<file path="config.mk">
export PLATFORM = sky130hd
export DESIGN_NAME = geiger_click_synthesizer_core
export DESIGN_NICKNAME = d
export VERILOG_FILES = /design/src/rtl/core/gcs_pkg.sv /design/src/rtl/core/gcs_mul_unit.sv /design/src/rtl/core/geiger_click_synthesizer_core.sv
export SDC_FILE = /design/constraint.sdc
export NUM_CORES = 2
export LEC_CHECK = 0
export ABC_AREA = 1
export CORE_MARGIN = 4
export CORE_UTILIZATION = 30
export CTS_CLUSTER_DIAMETER = 120
export CTS_CLUSTER_SIZE = 30
export DETAILED_ROUTE_END_ITERATION = 16
export DONT_BUFFER_PORTS = 1
export PLACE_DENSITY = 0.42
export SETUP_SLACK_MARGIN = 0.15
export SLEW_MARGIN = 10
export SYNTH_ARGS = -nofsm -noshare
export SYNTH_HDL_FRONTEND = slang
export SYNTH_SLANG_ARGS = --single-unit
</file>
<file path="constraint.sdc">
create_clock -name clk -period 7.6 [get_ports clk]
set_clock_uncertainty 0.2 [all_clocks]
set_input_delay 1.52 -clock clk [delete_from_list [all_inputs] [get_ports clk]]
set_output_delay 1.52 -clock clk [all_outputs]
set_load 0.005 [all_outputs]
</file>
<file path="src/rtl/core/gcs_pkg.sv">
`timescale 1ns / 1ps
// shared constants, types and codes of the click synthesizer
package gcs_pkg;

	localparam int MAX_VOICES      = 16;
	localparam int SINE_TABLE_BITS = 10;

	localparam int VIDX_W = (MAX_VOICES > 1) ? $clog2(MAX_VOICES) : 1;
	localparam int CNT_W  = $clog2(MAX_VOICES + 1);

	localparam int AMP_W    = 17;
	localparam int PH_W     = 16;
	localparam int X_W      = 16;
	localparam int MAG_W    = 15;
	localparam int T1_W     = 15;
	localparam int TERM_W   = 20;
	localparam int SUM_W    = TERM_W + VIDX_W + 2;
	localparam int X_SHIFT  = 17 - SINE_TABLE_BITS;

	localparam int MUL_A_W  = 32;
	localparam int MUL_B_W  = 17;
	localparam int PROD_W   = MUL_A_W + MUL_B_W;

	localparam int SAMPLE_W    = 16;
	localparam int ACT_W       = 5;
	localparam int IN_TDATA_W  = 32;
	localparam int OUT_TDATA_W = 24;
	localparam int OUT_PAD_W   = OUT_TDATA_W - SAMPLE_W - 2 - ACT_W;

	localparam int PADDR_W = 5;
	localparam int PDATA_W = 32;

	localparam logic [AMP_W-1:0] AMP_ONE = 17'd65536;
	localparam logic [15:0]      COEF_A  = 16'd51472;
	localparam logic [15:0]      COEF_B  = 16'd21167;
	localparam logic [11:0]      COEF_C  = 12'd2611;
	localparam logic [X_W-1:0]   X_ONE   = 16'h8000;
	localparam logic [MAG_W-1:0] MAG_MAX = 15'h7fff;

	localparam logic signed [SUM_W-1:0] SUM_MAX = SUM_W'(32767);
	localparam logic signed [SUM_W-1:0] SUM_MIN = SUM_W'(-32768);

	typedef struct packed {
		logic [15:0] gain;
		logic [31:0] spawn_thr;
		logic [15:0] decay;
		logic [15:0] pitch;
		logic [16:0] cutoff;
	} cfg_t;

	localparam cfg_t CFG_RESET = '{
		gain:      16'd4096,
		spawn_thr: 32'd4295,
		decay:     16'd64881,
		pitch:     16'd8344,
		cutoff:    17'd655
	};

	typedef enum logic [2:0] {
		REG_GAIN,
		REG_SPAWN_THR,
		REG_DECAY,
		REG_PITCH,
		REG_CUTOFF
	} cfg_reg_t;

	typedef enum logic [3:0] {
		ST_IDLE,
		ST_SCAN,
		ST_X2,
		ST_MC,
		ST_MB,
		ST_MA,
		ST_MM,
		ST_MG,
		ST_MP,
		ST_MD,
		ST_WR,
		ST_SPAWN,
		ST_RETIRE,
		ST_FIN
	} state_t;

	// operand pairs of the shared multiplier
	typedef enum logic [2:0] {
		OP_XX,
		OP_C,
		OP_B,
		OP_A,
		OP_MAG,
		OP_GAIN,
		OP_PITCH,
		OP_DECAY
	} mul_op_t;

	typedef struct packed {
		logic [X_W-1:0]     x;
		logic [X_W-1:0]     x2;
		logic [T1_W-1:0]    t1;
		logic [15:0]        t2;
		logic [MAG_W-1:0]   mag;
		logic [AMP_W-1:0]   amp;
		logic [MUL_A_W-1:0] amp_mag;
		logic [15:0]        gain;
		logic [15:0]        pitch;
		logic [15:0]        decay;
	} mul_src_t;

endpackage

</file>
<file path="src/rtl/core/gcs_mul_unit.sv">
`timescale 1ns / 1ps
// shared multiplier with operand select and registered product
module gcs_mul_unit (
	input  logic                          clk,
	input  gcs_pkg::mul_op_t              op,
	input  gcs_pkg::mul_src_t             src,
	output logic [gcs_pkg::PROD_W-1:0]    prod
);
	import gcs_pkg::*;

	logic [MUL_A_W-1:0] a;
	logic [MUL_B_W-1:0] b;
	logic [PROD_W-1:0]  prod_q;

	always_comb begin
		case (op)
			OP_XX: begin
				a = MUL_A_W'(src.x);
				b = MUL_B_W'(src.x);
			end
			OP_C: begin
				a = MUL_A_W'(src.x2);
				b = MUL_B_W'(COEF_C);
			end
			OP_B: begin
				a = MUL_A_W'(src.t1);
				b = MUL_B_W'(src.x2);
			end
			OP_A: begin
				a = MUL_A_W'(src.t2);
				b = MUL_B_W'(src.x);
			end
			OP_MAG: begin
				a = MUL_A_W'(src.mag);
				b = MUL_B_W'(src.amp);
			end
			OP_GAIN: begin
				a = src.amp_mag;
				b = MUL_B_W'(src.gain);
			end
			OP_PITCH: begin
				a = MUL_A_W'(src.pitch);
				b = MUL_B_W'(src.amp);
			end
			OP_DECAY: begin
				a = MUL_A_W'(src.decay);
				b = MUL_B_W'(src.amp);
			end
			default: begin
				a = '0;
				b = '0;
			end
		endcase
	end

	always_ff @(posedge clk) begin
		prod_q <= PROD_W'(a) * PROD_W'(b);
	end

	assign prod = prod_q;

endmodule

</file>
<file path="src/rtl/core/geiger_click_synthesizer_core.sv">
`timescale 1ns / 1ps
// top level of the geiger click synthesizer: sequencer, voice pool, ports
//
//  channel   dir  handshake               contents
//  s_*       in   s_tvalid / s_tready     random_draw
//  m_*       out  m_tvalid / m_tready     sample_out, clipped, spawn_dropped, active_voices
//  apb       in   psel & penable & pwrite gain, spawn_threshold, decay, pitch, cutoff
//
// each sample scans all MAX_VOICES slots; its length grows with the live voices,
// set by the single shared multiplier: nine steps per live voice
// s_tready is high only between samples; a finished sample waits in the output register
// and the next sample can be accepted while it waits
// reset empties the voice pool and loads the default register values
module geiger_click_synthesizer_core (
	input  logic                               clk,
	input  logic                               arst_n,
	input  logic                               s_tvalid,
	output logic                               s_tready,
	input  logic [gcs_pkg::IN_TDATA_W-1:0]     s_tdata,   // [31:0] random_draw
	output logic                               m_tvalid,
	input  logic                               m_tready,
	output logic [gcs_pkg::OUT_TDATA_W-1:0]    m_tdata,   // [15:0] sample_out, [16] clipped,
	                                                      // [17] spawn_dropped,
	                                                      // [22:18] active_voices, [23] zero
	input  logic                               psel,
	input  logic                               penable,
	input  logic                               pwrite,
	input  logic [gcs_pkg::PADDR_W-1:0]        paddr,
	input  logic [gcs_pkg::PDATA_W-1:0]        pwdata,
	output logic [gcs_pkg::PDATA_W-1:0]        prdata,
	output logic                               pready
);
	import gcs_pkg::*;

	state_t state_q, state_nxt;
	cfg_t   cfg_q;

	logic [VIDX_W-1:0]     vidx_q;
	logic [MAX_VOICES-1:0] live_q;
	logic [AMP_W-1:0]      amp_mem_q [MAX_VOICES];
	logic [PH_W-1:0]       phase_mem_q [MAX_VOICES];

	logic [31:0]              draw_q;
	logic [AMP_W-1:0]         amp_q;
	logic [PH_W-1:0]          ph_q;
	logic [X_W-1:0]           x_q;
	logic [X_W-1:0]           x2_q;
	logic                     neg_q;
	logic signed [SUM_W-1:0]  sum_q;
	logic [SAMPLE_W-1:0]      sample_q;
	logic                     clip_q;
	logic                     dropped_q;

	logic                     m_tvalid_q;
	logic [OUT_TDATA_W-1:0]   m_tdata_q;

	mul_op_t                  mul_op;
	mul_src_t                 mul_src;
	logic [PROD_W-1:0]        prod;

	logic                     accept;
	logic                     last_slot;
	logic                     out_load;
	logic                     cfg_wr;
	cfg_reg_t                 reg_sel;

	logic [SINE_TABLE_BITS-1:0]   sidx;
	logic [1:0]                   quad;
	logic [SINE_TABLE_BITS-3:0]   frac;
	logic [X_W-1:0]               x_raw;
	logic [X_W-1:0]               x_now;
	logic [X_W-1:0]               x2_now;
	logic [T1_W-1:0]              t1_now;
	logic [15:0]                  t2_now;
	logic [AMP_W-1:0]             p_now;
	logic [MAG_W-1:0]             mag_now;
	logic [TERM_W-1:0]            term;

	logic                     spawn_req;
	logic                     free_any;
	logic [VIDX_W-1:0]        free_idx;
	logic                     spawn_go;
	logic [CNT_W-1:0]         live_cnt;

	// configuration port
	assign pready  = 1'b1;
	assign reg_sel = cfg_reg_t'(paddr[PADDR_W-1:2]);
	assign cfg_wr  = psel && penable && pwrite;

	always_ff @(posedge clk or negedge arst_n) begin
		if (!arst_n) begin
			cfg_q <= CFG_RESET;
		end else if (cfg_wr) begin
			case (reg_sel)
				REG_GAIN:      cfg_q.gain      <= pwdata[15:0];
				REG_SPAWN_THR: cfg_q.spawn_thr <= pwdata[31:0];
				REG_DECAY:     cfg_q.decay     <= pwdata[15:0];
				REG_PITCH:     cfg_q.pitch     <= pwdata[15:0];
				REG_CUTOFF:    cfg_q.cutoff    <= pwdata[16:0];
				default: ;
			endcase
		end
	end

	always_comb begin
		case (reg_sel)
			REG_GAIN:      prdata = PDATA_W'(cfg_q.gain);
			REG_SPAWN_THR: prdata = PDATA_W'(cfg_q.spawn_thr);
			REG_DECAY:     prdata = PDATA_W'(cfg_q.decay);
			REG_PITCH:     prdata = PDATA_W'(cfg_q.pitch);
			REG_CUTOFF:    prdata = PDATA_W'(cfg_q.cutoff);
			default:       prdata = '0;
		endcase
	end

	// sequencer
	assign accept    = s_tvalid && s_tready;
	assign last_slot = (vidx_q == VIDX_W'(MAX_VOICES - 1));
	assign out_load  = (state_q == ST_FIN) && (!m_tvalid_q || m_tready);

	always_ff @(posedge clk or negedge arst_n) begin
		if (!arst_n) begin
			state_q <= ST_IDLE;
		end else begin
			state_q <= state_nxt;
		end
	end

	always_comb begin
		state_nxt = state_q;
		case (state_q)
			ST_IDLE:   if (s_tvalid) state_nxt = ST_SCAN;
			ST_SCAN: begin
				if (live_q[vidx_q]) state_nxt = ST_X2;
				else if (last_slot) state_nxt = ST_SPAWN;
			end
			ST_X2:     state_nxt = ST_MC;
			ST_MC:     state_nxt = ST_MB;
			ST_MB:     state_nxt = ST_MA;
			ST_MA:     state_nxt = ST_MM;
			ST_MM:     state_nxt = ST_MG;
			ST_MG:     state_nxt = ST_MP;
			ST_MP:     state_nxt = ST_MD;
			ST_MD:     state_nxt = ST_WR;
			ST_WR:     state_nxt = last_slot ? ST_SPAWN : ST_SCAN;
			ST_SPAWN:  state_nxt = ST_RETIRE;
			ST_RETIRE: state_nxt = ST_FIN;
			ST_FIN:    if (out_load) state_nxt = ST_IDLE;
			default:   state_nxt = ST_IDLE;
		endcase
	end

	always_comb begin
		s_tready = 1'b0;
		mul_op   = OP_XX;
		case (state_q)
			ST_IDLE: s_tready = 1'b1;
			ST_X2:   mul_op   = OP_XX;
			ST_MC:   mul_op   = OP_C;
			ST_MB:   mul_op   = OP_B;
			ST_MA:   mul_op   = OP_A;
			ST_MM:   mul_op   = OP_MAG;
			ST_MG:   mul_op   = OP_GAIN;
			ST_MP:   mul_op   = OP_PITCH;
			ST_MD:   mul_op   = OP_DECAY;
			default: mul_op   = OP_XX;
		endcase
	end

	always_ff @(posedge clk or negedge arst_n) begin
		if (!arst_n) begin
			vidx_q <= '0;
		end else if (accept) begin
			vidx_q <= '0;
		end else if (((state_q == ST_SCAN) && !live_q[vidx_q]) || (state_q == ST_WR)) begin
			if (!last_slot) vidx_q <= vidx_q + 1'b1;
		end
	end

	// quarter-wave argument from the phase
	assign sidx  = ph_q[PH_W-1 -: SINE_TABLE_BITS];
	assign quad  = sidx[SINE_TABLE_BITS-1 -: 2];
	assign frac  = sidx[SINE_TABLE_BITS-3:0];
	assign x_raw = X_W'(frac) << X_SHIFT;
	assign x_now = quad[0] ? (X_ONE - x_raw) : x_raw;

	// intermediate values taken from the last product
	assign x2_now  = prod[30:15];
	assign t1_now  = T1_W'(COEF_B - prod[30:15]);
	assign t2_now  = COEF_A - prod[30:15];
	assign p_now   = prod[31:15];
	assign mag_now = (p_now > AMP_W'(MAG_MAX)) ? MAG_MAX : p_now[MAG_W-1:0];
	assign term    = prod[47:28];

	always_comb begin
		mul_src.x       = (state_q == ST_X2) ? x_now : x_q;
		mul_src.x2      = (state_q == ST_MC) ? x2_now : x2_q;
		mul_src.t1      = t1_now;
		mul_src.t2      = t2_now;
		mul_src.mag     = mag_now;
		mul_src.amp     = amp_q;
		mul_src.amp_mag = prod[31:0];
		mul_src.gain    = cfg_q.gain;
		mul_src.pitch   = cfg_q.pitch;
		mul_src.decay   = cfg_q.decay;
	end

	gcs_mul_unit u_mul (
		.clk  (clk),
		.op   (mul_op),
		.src  (mul_src),
		.prod (prod)
	);

	// spawn slot search
	assign spawn_req = draw_q < cfg_q.spawn_thr;

	always_comb begin
		free_any = 1'b0;
		free_idx = '0;
		for (int i = MAX_VOICES - 1; i >= 0; i--) begin
			if (!live_q[i]) begin
				free_any = 1'b1;
				free_idx = VIDX_W'(i);
			end
		end
	end

	assign spawn_go = (state_q == ST_SPAWN) && spawn_req && free_any;

	always_ff @(posedge clk or negedge arst_n) begin
		if (!arst_n) begin
			live_q <= '0;
		end else if (spawn_go) begin
			live_q[free_idx] <= 1'b1;
		end else if (state_q == ST_RETIRE) begin
			for (int i = 0; i < MAX_VOICES; i++) begin
				if (live_q[i] && (amp_mem_q[i] < cfg_q.cutoff)) live_q[i] <= 1'b0;
			end
		end
	end

	// voice store, only used where the live bit is set
	always_ff @(posedge clk) begin
		if (state_q == ST_WR) amp_mem_q[vidx_q] <= prod[32:16];
		if (state_q == ST_MD) phase_mem_q[vidx_q] <= ph_q + prod[31:16];
		if (spawn_go) begin
			amp_mem_q[free_idx]   <= AMP_ONE;
			phase_mem_q[free_idx] <= '0;
		end
	end

	always_ff @(posedge clk) begin
		if (accept) begin
			draw_q <= s_tdata;
			sum_q  <= '0;
		end
		if (state_q == ST_SCAN) begin
			amp_q <= amp_mem_q[vidx_q];
			ph_q  <= phase_mem_q[vidx_q];
		end
		if (state_q == ST_X2) begin
			x_q   <= x_now;
			neg_q <= quad[1];
		end
		if (state_q == ST_MC) x2_q <= x2_now;
		if (state_q == ST_MP) begin
			if (neg_q) sum_q <= sum_q - SUM_W'(term);
			else       sum_q <= sum_q + SUM_W'(term);
		end
		if (state_q == ST_SPAWN) begin
			if (sum_q > SUM_MAX) begin
				sample_q <= SUM_MAX[SAMPLE_W-1:0];
				clip_q   <= 1'b1;
			end else if (sum_q < SUM_MIN) begin
				sample_q <= SUM_MIN[SAMPLE_W-1:0];
				clip_q   <= 1'b1;
			end else begin
				sample_q <= sum_q[SAMPLE_W-1:0];
				clip_q   <= 1'b0;
			end
			dropped_q <= spawn_req && !free_any;
		end
	end

	// output register
	assign live_cnt = CNT_W'($countones(live_q));

	always_ff @(posedge clk or negedge arst_n) begin
		if (!arst_n) begin
			m_tvalid_q <= 1'b0;
		end else if (out_load) begin
			m_tvalid_q <= 1'b1;
		end else if (m_tready) begin
			m_tvalid_q <= 1'b0;
		end
	end

	always_ff @(posedge clk) begin
		if (out_load) begin
			m_tdata_q <= {OUT_PAD_W'(0), ACT_W'(live_cnt), dropped_q, clip_q, sample_q};
		end
	end

	assign m_tvalid = m_tvalid_q;
	assign m_tdata  = m_tdata_q;

`ifndef SYNTHESIS
	a_busy_after_accept: assert property (@(posedge clk) disable iff (!arst_n)
		(s_tvalid && s_tready) |=> !s_tready)
		else $error("input taken again right after a transfer");

	a_voice_is_live: assert property (@(posedge clk) disable iff (!arst_n)
		(state_q == ST_X2) |-> live_q[vidx_q])
		else $error("voice step started on a free slot");

	a_amp_no_growth: assert property (@(posedge clk) disable iff (!arst_n)
		(state_q == ST_WR) |-> (prod[32:16] <= amp_q))
		else $error("voice amplitude grew after decay");

	a_result_loaded: assert property (@(posedge clk) disable iff (!arst_n)
		out_load |=> (m_tvalid_q && (state_q == ST_IDLE)))
		else $error("result not presented after the sample finished");
`endif

endmodule

</file>
Word-level counts from Yosys, hierarchy flattened
Memories as Yosys holds them, arrays and structs flattened. A register that Yosys moved wholly into a read port is not among the register bits.
Cells that the tools add are included.

cells by class
  reductions and logical operators = 80
  $add $sub $neg = 22
  $lt $le $gt $ge = 23
  equality and inequality tests = 29
  bitwise logic cells = 1
  mux-type cells = 91
  $mul = 1

operator list
  operator                                                                count
  17-bit < comparator                                                     16
  32-bit one-hot mux with 8 select lines                                  1
  32-bit one-hot mux with 5 select lines                                  1
  16-bit two-way mux                                                      7
  4-bit two-way mux                                                       26
  17-bit one-hot mux with 5 select lines                                  1
  26-bit two-way mux                                                      3
  4-bit one-hot mux with 14 select lines                                  1
  32-bit by 17-bit multiplier with 48-bit output                          1
  1-bit two-way mux                                                       46
  2-bit AND reduction                                                     22
  2-bit nonzero test                                                      20
  32-bit < comparator                                                     1
  4-bit equality test, second input constant                              7
  26-bit by 20-bit adder with 26-bit output                               1
  26-bit by 16-bit > comparator with 1-bit output, second input constant  1
  26-bit by 16-bit < comparator with 1-bit output, second input constant  1
  26-bit by 20-bit subtractor with 26-bit output                          1
  1-bit logical AND                                                       25
  3-bit one-hot mux with 7 select lines                                   1
  17-bit by 15-bit > comparator with 1-bit output, second input constant  1
  17-bit two-way mux                                                      1
  17-bit OR reduction                                                     1
  1-bit by 1-bit adder with 2-bit output                                  8
  other kinds (30)                                                        53

word-level totals
  output and inout bits = 59
  word-level logic and storage cells = 283
  memories = 2
  memory bits (writable) = 528
  bits in registers = 302

memories
  name         words  bits a word  rd ports  clocked after memory_dff  write ports  RTL line                             source
  amp_mem_q    16     17           17        1                         1            geiger_click_synthesizer_core.sv:40  logic [AMP_W-1:0] amp_mem_q [MAX_VOICES];
  phase_mem_q  16     16           1         1                         1            geiger_click_synthesizer_core.sv:41  logic [PH_W-1:0] phase_mem_q [MAX_VOICES];

Logic depth before layout (Yosys ltp)
  depth after elaboration = 22
  mapped depth = 41

Modules after synthesis
Synthesis repeated with hierarchy kept, for this count alone.

second synthesis, totals
  cell total of the unflattened synthesis = 6809
  area, all modules = 62363.6 um2

by module, submodules not included
  module                         sequential area each (um2)  times used  area each (um2)  cells an instance
  geiger_click_synthesizer_core  23577.6                     1           41539.8          3999
  gcs_mul_unit                   980.9                       1           20823.7          2810

Worst setup path before layout
Ideal clock, no wire load.

  kind = flip-flop to flip-flop
  start point = reg u_mul.prod_q[19], in the netlist u_mul.prod[19]
  end point = reg u_mul.prod_q[44], in the netlist u_mul.prod[44]
  slack = 0.634 ns
  data arrival time = 6.695 ns
  data required time = 7.328 ns
  path buffers = 2
  stages on the path, launching flop included = 39
  cells stage by stage = dfxtp_1 > buf_2 > inv_1 > ha_1 > o21bai_2 > nand2_1 > a21oi_2 > nand2_1 > nand2_1 > nand2_1 > nand3_1 > nand4_1 > nand2_1 > inv_1 > buf_2 > nand2_1 > fa_1 > inv_1 > (+3 left out) > fa_1 > inv_1 > fa_1 > inv_1 > ha_1 > nand2_1 > nor2_1 > nand2_1 > nor4_1 > nand2_1 > nand3_1 > nand2_1 > nor2_1 > nand2_1 > nand2_1 > nand2_1 > nand2_1 > xor2_1

on the way
  word-level cells in the longest chain between the ends = 4
  elaborated cells between the ends (all ways) = 8

RTL lines
  item                                              RTL line                              source
  from (decl)                                       gcs_mul_unit.sv:13                    logic [PROD_W-1:0] prod_q;
  from (signal assigned)                            gcs_mul_unit.sv:57                    prod_q <= PROD_W'(a) * PROD_W'(b);
  17-bit by 15-bit > comparator with 1-bit output   geiger_click_synthesizer_core.sv:192  assign mag_now = (p_now > AMP_W'(MAG_MAX)) ? MAG_MAX : p_now[MAG_W-1:0];
  15-bit two-way mux                                geiger_click_synthesizer_core.sv:192
  32-bit one-hot mux with 8 select lines            gcs_mul_unit.sv:16                    case (op)
  32-bit by 17-bit multiplier with 48-bit output *  gcs_mul_unit.sv:57

Every way passes the cells marked *; elsewhere a longest branch is shown, timed or not.
A chain may end at the register's enable or synchronous reset.

Final worst setup path
  start point = reg u_mul.prod_q[19], in the netlist u_mul.prod[19]
  end point = reg u_mul.prod_q[33], in the netlist u_mul.prod[33]

The elaborated chain is that of the path after synthesis.

==> flow_summary.json <==
{
  "fin_nets": 8004,
  "hold_viol_final": 0,
  "pre_cts_slack_ps": -483,
  "rr_startpoint": "u_mul.prod[19]$_DFF_P_",
  "crit_cells": 35,
  "cp.required_ps": 7990,
  "stdcell_area_mm2": 0.0726,
  "worstSetupPathType": "reg2reg",
  "cts_htree_levels": 2,
  "wl_um": 226000,
  "outcome": "finished clean",
  "ant_nets": 0,
  "synth_edf_count": 661,
  "grt.total_usage_pct": 21.0,
  "yosysMostFrequentCell": "nand2_1",
  "gr-total-overflow": 0,
  "cpMaxStageDelayCell": "fa_2",
  "ys_ff_latch": 863,
  "postCtsHoldBufs": 0,
  "cp_slowest_stage_delay_ps": 600,
  "timing.fmax_mhz": 134,
  "hold_path_depth": 0,
  "final_max_slew_viol_count": 0,
  "num_rows": 165,
  "end_kind": "flop",
  "synth_cells": 6532,
  "max-slew-margin-rel_pct": 18.0,
  "yosysWarningCount": 0,
  "clk_latency_ps": 690,
  "dr.pass1.iters": 6,
  "die_y_um": 459,
  "wire_per_inst_um": 23.3,
  "layout-area-overhead-vs-synth_pct": 18.8,
  "synth_commonest_cells": "nand2_1, inv_1, nor2_1",
  "fin_crit_ps": 7480,
  "synth_area_leaders": "edfxtp_1, fa_1, ha_1",
  "antenna_found_initial": 11,
  "worstPathArrival_ps": 7870,
  "dieArea_mm2": 0.211,
  "setup_violations": 0,
  "yosysTopAreaCell": "edfxtp_1",
  "cp_max_fo": 5,
  "cts_num_sinks": 863,
  "place_congestion": 0.903,
  "min_path_type": "reg2reg",
  "startpoint": "u_mul.prod[19]$_DFF_P_",
  "boundaryPins": 135,
  "async_flop_share_pct": 14.1,
  "cp_num_buf_inv": 9,
  "cp_top_family": "adder cells",
  "crit_path_end": "u_mul.prod[33]$_DFF_P_",
  "clk_pin_slew_ps": 130,
  "hpwlAfterDp_um": 170000,
  "reg2reg_depth": 35,
  "port_buffers": 0,
  "place_area_mm2": 0.0683,
  "viasPerCell": 4.96,
  "route.detailed.drc": 0,
  "avgSynthCellArea_um2": 9.35,
  "vias": 48200,
  "die_w_um": 459,
  "rsz0062_at_grt": "yes",
  "synth_ff_type": "edfxtp_1",
  "cts_tree": "done",
  "setup_slack_ps": 124,
  "use_met1_pct": 29.2,
  "worstMarginPinSlew_ps": 1230,
  "netlist.area_leader.share_pct": 32.5,
  "rrSetupSlack_ps": 120,
  "synth_seq_area_share_pct": 40.2,
  "first_global_vias": 48300,
  "cts_buffers": 36,
  "core-area_mm2": 0.202,
  "period_share_pct": 98.4,
  "cts.path.max_buffers": 3,
  "grt_util_met3_pct": 2.09,
  "grt_max_degree": 159,
  "timing.rr.end": "u_mul.prod[33]$_DFF_P_",
  "netlist_area_mm2": 0.0611,
  "cts_root_buf": "clkbuf_16",
  "path_common_cell": "nand2_1",
  "met2_usage_pct": 35.6,
  "top_usage_layer": "met2",
  "dr.first_iter.drc_count": 3675,
  "initial_core_util_pct": 30.2,
  "critPathLaunchType": "flop",
  "synth_cell_types": 73,
  "cap_viol_max_count": 0,
  "grt_pass1_wl_um": 329000,
  "drive_above_1_share_pct": 17.7
}
[logic make-up (layout without fill, tap and decap cells)]
| family | Yosys count | count (layout) | share of synthesized area, % |
|---|---|---|---|
| compound gates | 1193 | 1193 | 11.4 |
| flops | 863 | 863 | 40.2 |
| other cells | 2 | 22 | 0.0123 |
| buf+inv | 1230 | 1709 | 7.89 |
| fa+ha+maj | 922 | 922 | 24.5 |
| xor+xnor | 73 | 73 | 1.05 |
| simple gates | 2249 | 2249 | 15.0 |
[area by class of cell]
cell class                      count  area [um2]
Multi-Input combinational cell   4454       33800
Fill cell                       20700      130000
Tap cell                         2672        3340
Clock buffer                       48         946
Sequential cell                   863       24600
Inverter                          976        3780
Clock inverter                     10         148
Timing Repair Buffer              675        6000
Antenna cell                        5        12.5
[repair_timing]
| action | in CTS | in global routing |
|---|---|---|
| gates resized for setup | 253 | 322 |
| endpoints found under the setup margin | 34 | 34 |
| pin swaps | 121 | 181 |
| cloned | 0 | 2 |
| buffers inserted | 47 | 49 |
[worst min path at each step]
stage	start	end	slack, ps
6_report	clip_q$_SDFFCE_PN1P_	m_tdata[16]$_DFFE_PP_	230
5_1_grt	sample_q[14]$_SDFFCE_PN1P_	m_tdata[14]$_DFFE_PP_	240
4_1_cts	sample_q[4]$_SDFFCE_PN1P_	m_tdata[4]$_DFFE_PP_	230
3_5_place_dp	sample_q[4]$_SDFFCE_PN1P_	m_tdata[4]$_DFFE_PP_	200
3_3_place_gp	sample_q[8]$_SDFFCE_PN1P_	m_tdata[8]$_DFFE_PP_	200
2_1_floorplan	sample_q[0]$_SDFFCE_PN1P_	m_tdata[0]$_DFFE_PP_	200
[state kept, by name, indices dropped and copies added (netlist names)]
signal,cells
phase_mem_q,256
x2_q,16
live_q,16
vidx_q,4
amp_q,17
amp_mem_q,272
u_mul.prod,48
sample_q,16
neg_q,1
draw_q,32
clip_q,1
state_q,4
m_tdata,23
dropped_q,1
cfg_q,97
ph_q,16
m_tvalid,1
sum_q,26
x_q,16
[per-layer routing]
metal,wire length (um),vias to the layer above
met1,102000,24300
met4,5500,2
met3,10100,216
met2,108000,1099
li1,-,22600
met5,13,-
[cells in the final DEF (no fill, tap or decap), types with 28 or more instances in the layout]
cell	instances
nor2_2	45
nand3_1	175
dfstp_2	28
inv_1	879
nand4_1	42
ha_4	29
o22ai_1	82
a21oi_1	260
edfxtp_1	661
o221ai_1	60
nor3_1	29
a21oi_2	31
ha_1	430
nor2_1	681
buf_6	48
dfxtp_1	74
buf_12	53
nand2_2	52
clkbuf_16	38
xor2_1	38
fa_1	439
inv_2	65
buf_4	566
dfrtp_1	87
nand2_1	1072
o21ai_0	506
nor2_4	36
[worst register-to-register path, delay by kind of cell (launching register included)]
| family | cells | cell delay, ps |
|---|---|---|
| flops | 1 | 400 |
| fa+ha+maj | 8 | 3490 |
| xor+xnor | 1 | 160 |
| simple gates | 15 | 1760 |
| buf+inv | 9 | 1070 |
| compound gates | 2 | 330 |
[per-stage QoR]
stage	setup TNS, ps	hold slack [ps]	std cells	util, %
after floorplan	0	200	6547	-
after global placement	-7210	203	9542	33.7
after detailed placement	-7390	205	9542	33.7
after CTS	0	231	9647	35.1
after global routing	-717	235	9699	35.9
final	0	227	9703	35.9
Power is left out: the tool's default activity adds up to more than one toggle a clock period on the data nets, which glitch-free logic cannot reach.
